### src/hdl/tkbs_pkg.sv
// Shared types and constants for the top-K box selector.
// No dependencies; every other file in hdl/ depends on this package.
package tkbs_pkg;

   localparam int COORD_W = 32;
   localparam int SCORE_W = 16;
   localparam int LIMIT_W = 7;
   localparam logic [LIMIT_W-1:0] LIMIT_RESET = 7'd64;

   typedef struct packed {
      logic [COORD_W-1:0] x0;
      logic [COORD_W-1:0] y0;
      logic [COORD_W-1:0] x1;
      logic [COORD_W-1:0] y1;
   } box_type;

   typedef struct packed {
      logic [SCORE_W-1:0] score;
      box_type            box;
   } entry_type;

   // Per-cycle command to every cell of the chain.
   typedef struct packed {
      logic insert;   // place the incoming box in score order
      logic shift;    // move every entry one cell toward the head
   } cell_ctl_type;

   typedef enum logic [1:0] {
      S_IDLE  = 2'b01,
      S_DRAIN = 2'b10
   } state_type;

endpackage

### src/hdl/tkbs_cell.sv
// One slot of the sorted box chain: holds a score and its box.
// Depends on tkbs_pkg.
module tkbs_cell (
   input  logic                   clock,
   input  tkbs_pkg::cell_ctl_type ctl,
   input  tkbs_pkg::entry_type    new_entry,
   input  tkbs_pkg::entry_type    left_entry,
   input  logic                   left_disp,
   input  tkbs_pkg::entry_type    right_entry,
   input  logic                   valid,
   output tkbs_pkg::entry_type    entry,
   output logic                   disp
);
   import tkbs_pkg::*;

   entry_type entry_ff, entry_in;

   // Equal scores stay ahead of the newcomer.
   assign disp = !valid || (entry_ff.score < new_entry.score);

   always_comb begin
      entry_in = entry_ff;
      if (ctl.shift) begin
         entry_in = right_entry;
      end else if (ctl.insert && disp) begin
         entry_in = left_disp ? left_entry : new_entry;
      end
   end

   always_ff @(posedge clock) begin
      entry_ff <= entry_in;
   end

   assign entry = entry_ff;

endmodule

### config.mk
export PLATFORM = sky130hd
export DESIGN_NAME = tkbs_cell
export DESIGN_NICKNAME = d
export VERILOG_FILES = /design/src/hdl/tkbs_pkg.sv /design/src/hdl/tkbs_cell.sv
export SDC_FILE = /design/constraint.sdc
export NUM_CORES = 1
export LEC_CHECK = 0
export BUFFER_PORTS_ARGS = -buffer_cell sky130_fd_sc_hd__buf_2
export CORE_AREA = 5 5 222 224
export CTS_BUF_LIST = sky130_fd_sc_hd__clkbuf_8
export DETAILED_ROUTE_END_ITERATION = 7
export DIE_AREA = 0 0 227 229
export PLACE_DENSITY = 0.39
export RECOVER_POWER = 25
export SLEW_MARGIN = 25
export SYNTH_ARGS = -nofsm -noshare
export SYNTH_HDL_FRONTEND = slang
export SYNTH_SLANG_ARGS = --single-unit
### constraint.sdc
create_clock -name clock -period 18.55 [get_ports clock]
set_input_delay 2.7825 -clock clock [delete_from_list [all_inputs] [get_ports clock]]
set_output_delay 2.7825 -clock clock [all_outputs]
set_load 0.02 [all_outputs]
==> results.py, run 1 <==
metrics = {
    "placement": {
        "dp_hpwl_um": 24260,
        "place_area_sq_um": 11220,
        "gp_congestion": 0.8006,
        "port_buffers": 581,
    },
    "power": {
        "cellLeakagePower_nw": 5.471,
        "peakVddDrop_uv": 55.54,
        "power.density_nw_per_um2": 80.59,
    },
    "floorplanning": {
        "ioPinCount": 582,
        "die-area_sq_um": 51980,
        "core-area_sq_um": 47150,
        "die_h_um": 229,
        "die_w_um": 227,
        "num_rows": 80,
        "start_util_pct": 16.31,
    },
    "sta": {
        "rsz0062_at_grt": "no",
        "tightest_slew_ns": 3.073,
        "setup_tns_ns": 0,
        "min_period_ns": 7.281,
        "fin_skew_ns": 0.01798,
        "hold_viol": 0,
        "report.final.slew_viol_count": 43,
        "clock.fmax_mhz": 137.3,
        "setup-violations-final": 0,
        "slew_headroom_pct": -104.9,
        "fin_crit_sh_pct": 39.25,
    },
    "run_status": {
        "status": "finished, violations left",
        "violations": "max-capacitance violations, max-slew violations",
    },
    "layout": {
        "areaGrowthSynthToFinish_pct": 50.50,
        "fillers": 5131,
        "register_area_sq_um": 4324,
        "largest_reg_flops": 144,
        "post_route_cells_drive_above_1_share_pct": 43.57,
        "multiInputGateArea_sq_um": 3088,
        "stdcell_area_sq_um": 11570,
        "fin_nets": 1690,
    },
    "synth": {
        "async_reset_ff_share_pct": 0,
        "synth_enable_flop_cells": 144,
        "syn_nets": 1133,
        "synth_area_leaders": "edfxtp_1 56%, mux2i_1 19%, o21ai_0 7.9%, nand2_1 7.2%, ha_1 2.4%",
        "yosysWarningCount": 0,
        "syn_inst": 681,
        "seq_area_frac_synth_pct": 56.25,
        "avgSynthCellArea_sq_um": 11.29,
        "dominantRegCellSynth": "edfxtp_1",
        "ys_ff_latch": 144,
        "synth_cell_types": 25,
        "syn_area_sq_um": 7687,
        "yosys.area.top_type": "edfxtp_1",
        "synth_top_area_share_pct": 56.25,
    },
    "min_path": {
        "worstHoldPathCells": 5,
        "hold_path_end": "entry[2]",
        "hold_class": "reg2reg",
        "hold_start": "entry[143]",
    },
    "routing": {
        "drc": 0,
        "drt-wirelength-per-cell_um": 16.10,
        "drt-initial-drc-count": 183,
        "vias": 6993,
        "viasPerCell": 3.746,
        "antenna_left": 0,
        "wl_um": 30060,
        "dr.pass1.iters": 5,
    },
    "clock_network": {
        "hold_buffers": 0,
        "numClockSinks": 144,
        "clockBufferDepth": 2,
        "root_buffer": "clkbuf_8",
        "cts_tree": "built",
        "htree_levels": 4,
        "ctsResizeCount": 0,
        "post_cts_buffers": 0,
        "cts_made_buffers": 17,
        "clock_latency_ns": 0.53,
        "cts.clk_slew.worst_paths_ns": 0.09,
    },
    "critical_path": {
        "arrival_ns": 4.50,
        "rr_worst_depth": 6,
        "r2r_slack_ns": 15.77,
        "crit_path_max_fanout": 3,
        "crit_type": "in2out",
        "critPathLaunchType": "input pin",
        "crit_required_ns": 15.77,
        "startpoint": "new_entry[143]",
        "end_kind": "output pin",
        "timing.rr.end": "entry[75]",
        "timing.rr.start": "entry[142]",
    },
    "grt": {
        "grt_usage_pct": 11.11,
        "grt_max_degree": 145,
        "grt_pass1_vias": 7452,
        "grt_overflow": 0,
        "grt_pass1_wl_um": 42840,
        "antenna_found_initial": 1,
    },
    "flow_run": {
        "maxCapViolCount": 1,
    },
}
cell type report:
type                            count  share of cell area (%)
Sequential cell                   144                   37.37
Multi-Input combinational cell    472                   26.69
Clock inverter                     15                   1.860
Inverter                           17                  0.5515
Tap cell                          615                   6.651
Antenna cell                        1                 0.02163
Timing Repair Buffer              586                   24.83
Clock buffer                       17                   2.022
logic make-up after synthesis:
group           after synthesis  synth area share, %
compound gates              158                10.92
simple gates                155                7.910
mux                         144                18.75
flops                       144                56.25
buf+inv                      65                3.727
fa+ha+maj                    15                2.441
worst max-delay path by stage:
stage	cells after the start	slack (ns)	to
final	8	11.27	disp
after global routing	8	11.08	disp
after CTS	8	11.25	disp
after detailed placement	8	11.25	disp
after global placement	8	11.27	disp
after floorplan	6	6.44	entry[0]
layout by cell type (no fill, tap or decap), types with 2 or more instances in the layout:
cell and count:
buf_2 505, nand2_1 147, mux2i_1 144, edfxtp_1 144, o21ai_0 121, clkbuf_1 75, o21ai_1 24, clkbuf_8 18
inv_1 17, ha_1 15, a21oi_1 5, bufinv_16 5, clkinv_2 4, buf_4 4, nand4_1 2, o21a_1 2
a21o_1 2, clkinvlp_4 2, clkinv_4 2
stage by stage:
stage	worst slack [ns]	util, %	total power [mW]	std cells	hold WS (ns)
finish	11.27	24.54	0.9324	1867	1.348
detailed placement	11.25	23.80	0.6599	1834	1.420
global route	11.08	24.54	0.9911	1867	1.450
floorplan	6.441	-	0.5502	681	2.717
global placement	11.27	23.80	0.6611	1834	1.409
CTS	11.25	24.75	0.9646	1866	1.405
report_power, final:
group	switching [mW]	internal (mW)	leakage (nW)
registers	0.0110	0.407	1.49
logic	0.139	0.0840	3.76
clock network	0.133	0.159	0.223
total	0.283	0.649	5.47
routing by layer:
| layer | vias to the layer above | part of all wire [%] | GRT usage (%) |
|---|---|---|---|
| met4 | 0 | 1.9 | 4.224 |
| met5 | - | 0 | 0 |
| met1 | 3068 | 37 | 11.76 |
| met3 | 30 | 8.6 | 3.765 |
| met2 | 300 | 53 | 20.22 |
| li1 | 3595 | - | - |
worst max-delay path, cell delays in order:
cell	delay, ns
buf_2	0.09
inv_1	0.04
ha_1	0.30
and4_1	0.26
nand4_1	0.15
nor4_1	0.49
o31ai_1	0.19
buf_2	0.19
Yosys cell counts, types with 2 or more instances:
library cell	number
clkbuf_1	23
a21o_1	2
ha_1	15
buf_1	5
o21a_1	2
nand2_1	147
o21ai_1	24
inv_1	17
edfxtp_1	144
mux2i_1	144
buf_4	7
nand4_1	2
a21oi_1	5
buf_2	13
o21ai_0	121
No activity file was read; power rests on OpenSTA's default activity.
==> run 2: changes to the inputs <==
--- a/config.mk
+++ b/config.mk
@@ -5,12 +5,13 @@
 export SDC_FILE = /design/constraint.sdc
 export NUM_CORES = 1
 export LEC_CHECK = 0
+export ABC_AREA = 1
 export BUFFER_PORTS_ARGS = -buffer_cell sky130_fd_sc_hd__buf_2
-export CORE_AREA = 5 5 222 224
+export CORE_AREA = 5 5 223 225
 export CTS_BUF_LIST = sky130_fd_sc_hd__clkbuf_8
 export DETAILED_ROUTE_END_ITERATION = 7
-export DIE_AREA = 0 0 227 229
-export PLACE_DENSITY = 0.39
+export DIE_AREA = 0 0 228 230
+export PLACE_DENSITY = 0.38
 export RECOVER_POWER = 25
 export SLEW_MARGIN = 25
 export SYNTH_ARGS = -nofsm -noshare
==> constraint.sdc (replaced) <==
create_clock -name clock -period 7.5 [get_ports clock]
set_input_delay 1.125 -clock clock [delete_from_list [all_inputs] [get_ports clock]]
set_output_delay 1.125 -clock clock [all_outputs]
set_load 0.02 [all_outputs]
==> results.py, run 2 <==
metrics = {
    "run_status": {
        "status": "finished clean",
    },
    "synth": {
        "synth_cell_types": 17,
        "yosys-top-cells-count": "270 x a21oi_1, 162 x nand2_1, 144 x edfxtp_1, 132 x nor2_1, 32 x buf_2",
        "async_reset_ff_share_pct": 0,
        "yosys.area.top_type": "edfxtp_1",
        "syn_area_sq_um": 7706,
        "synth_top_area_share_pct": 56.11,
        "synth_enable_flop_cells": 144,
        "yosysWarningCount": 0,
        "syn_nets": 1292,
        "dominantRegCellSynth": "edfxtp_1",
        "avgSynthCellArea_sq_um": 9.174,
        "synth_area_leaders": "edfxtp_1 56%, a21oi_1 18%, nand2_1 7.9%, nor2_1 6.4%, ha_1 2.4%",
        "seq_area_frac_synth_pct": 56.11,
        "syn_inst": 840,
        "ys_ff_latch": 144,
        "yosysMostFrequentCell": "a21oi_1",
    },
    "floorplanning": {
        "die-area_sq_um": 52440,
        "core-area_sq_um": 47350,
        "die_h_um": 230,
        "die_w_um": 228,
        "num_rows": 80,
        "ioPinCount": 582,
        "start_util_pct": 16.28,
    },
    "critical_path": {
        "critical_path.top_delay_family": "buffers and inverters",
        "crit_path_max_fanout": 2,
        "crit_slowest_cell": "ha_1",
        "crit_type": "in2out",
        "arrival_ns": 2.31,
        "slowest_delay_ns": 0.30,
        "path_cells": "clkbuf_1 -> inv_1 -> ha_1 -> nand2_1 -> inv_1 -> nand3_1 -> inv_1 -> a21oi_1 -> nand2_1 -> nand2_1 -> buf_2",
        "path_buf_inv": 5,
        "critPathLaunchType": "input pin",
        "end_kind": "output pin",
        "crit_required_ns": 6.38,
    },
    "sta": {
        "clock.fmax_mhz": 290.8,
        "fin_crit_sh_pct": 45.85,
        "hold_ws_ns": 0.9223,
        "rsz0062_at_grt": "no",
        "fin_skew_ns": 0.01472,
        "fin_ws_ns": 4.061,
        "slew_headroom_pct": 34.97,
        "report.final.slew_viol_count": 0,
        "setup_tns_ns": 0,
        "hold_viol": 0,
        "setup-violations-final": 0,
        "tightest_slew_ns": 0.9754,
        "min_period_ns": 3.439,
    },
    "grt": {
        "grt_use_met3_pct": 4.898,
        "grt_usage_pct": 12.56,
        "met2_usage_pct": 22.49,
        "busiest_layer": "met2",
        "grt_pass1_wl_um": 51270,
        "grt_max_degree": 87,
        "antenna_found_initial": 3,
        "grtUsageMet1_pct": 13.31,
        "grt_overflow": 0,
        "grt_pass1_vias": 8786,
    },
    "power": {
        "peakVddDrop_uv": 71.89,
        "finalPower_mw": 2.115,
        "power.density_nw_per_um2": 187.9,
        "cellLeakagePower_nw": 4.971,
    },
    "routing": {
        "drt-initial-drc-count": 354,
        "vias": 8332,
        "drt-wirelength-per-cell_um": 17.12,
        "wl_um": 34460,
        "viasPerCell": 4.139,
        "drc": 0,
        "dr.pass1.iters": 5,
        "antenna_left": 0,
    },
    "clock_network": {
        "clock_latency_ns": 0.48,
        "post_cts_buffers": 0,
        "numClockSinks": 144,
        "cts_tree": "built",
        "hold_buffers": 0,
        "clockBufferDepth": 2,
        "ctsResizeCount": 0,
        "htree_levels": 4,
        "root_buffer": "clkbuf_8",
        "cts_made_buffers": 17,
        "cts.clk_slew.worst_paths_ns": 0.08,
    },
    "placement": {
        "pre_cts_slack_ns": 3.938,
        "gp_congestion": 0.8187,
        "dp_hpwl_um": 27030,
        "port_buffers": 581,
    },
    "layout": {
        "fin_nets": 1836,
        "mostFrequentLayoutCell": "buf_2",
        "post_route_cells_drive_above_1_share_pct": 37.61,
        "largest_reg_flops": 144,
        "areaGrowthSynthToFinish_pct": 46.08,
        "post-route-util_pct": 23.78,
        "final_cell_mix": "484 x buf_2, 270 x a21oi_1, 162 x nand2_1",
    },
    "min_path": {
        "hold_class": "in2reg",
    },
    "flow_run": {
        "maxCapViolCount": 0,
    },
}
-- run 2: changes by cell type after synthesis, moves of 13 or more --
cell / delta
mux2i_1: -144
a21oi_1: +265
clkbuf_1: -22
buf_2: +19
buf_6: +13
o21ai_0: -119
o21ai_1: -24
nand2_1: +15
nor2_1: +131
-- run 2: stage by stage --
| step | cell area, sq um | cells |
|---|---|---|
| 3_3_place_gp | 11030 | 1980 |
| 6_report | 11260 | 2013 |
| 2_1_floorplan | 7706 | 840 |
| 5_1_grt | 11260 | 2013 |
| 3_5_place_dp | 11030 | 1980 |
| 4_1_cts | 11380 | 2011 |
-- run 2: logic make-up after synthesis --
kind of cell	count (synthesis)	share of synthesized area [%]
buf+inv	86	6.706
flops	144	56.11
fa+ha+maj	15	2.435
compound gates	299	20.30
simple gates	296	14.45
-- run 2: path summary, 6_finish.rpt --
check                   startpoint         end  slack (ns)  depth (start not counted)
hold reg to reg         entry[143]  entry[125]        1.52                          8
hold / removal    right_entry[131]  entry[131]        0.92                          2
setup reg to reg        entry[143]   entry[78]        4.49                         11
setup / recovery    new_entry[143]        disp        4.06                         11
-- run 2: metal layers --
layer	wire (um)	part of all wire, %
met1	12640	37
met2	17860	52
met3	2883	8.4
met4	1078	3.1
met5	0	0
-- run 2: where the power goes --
| group | total (mW) | internal, mW | leakage (nW) | switching (mW) |
|---|---|---|---|---|
| Combinational | 0.524 | 0.184 | 3.36 | 0.340 |
| Sequential | 1.02 | 0.989 | 1.44 | 0.0264 |
| Clock | 0.575 | 0.258 | 0.171 | 0.317 |
| Total | 2.11 | 1.43 | 4.97 | 0.683 |
-- run 2: final cells by class --
class	count	area [sq um]
Multi-Input combinational cell	610	2865
Fill cell	5305	36090
Antenna cell	2	5.005
Clock buffer	17	234.0
Sequential cell	144	4324
Inverter	22	90.09
Tap cell	615	769.5
Clock inverter	14	118.9
Timing Repair Buffer	589	2850
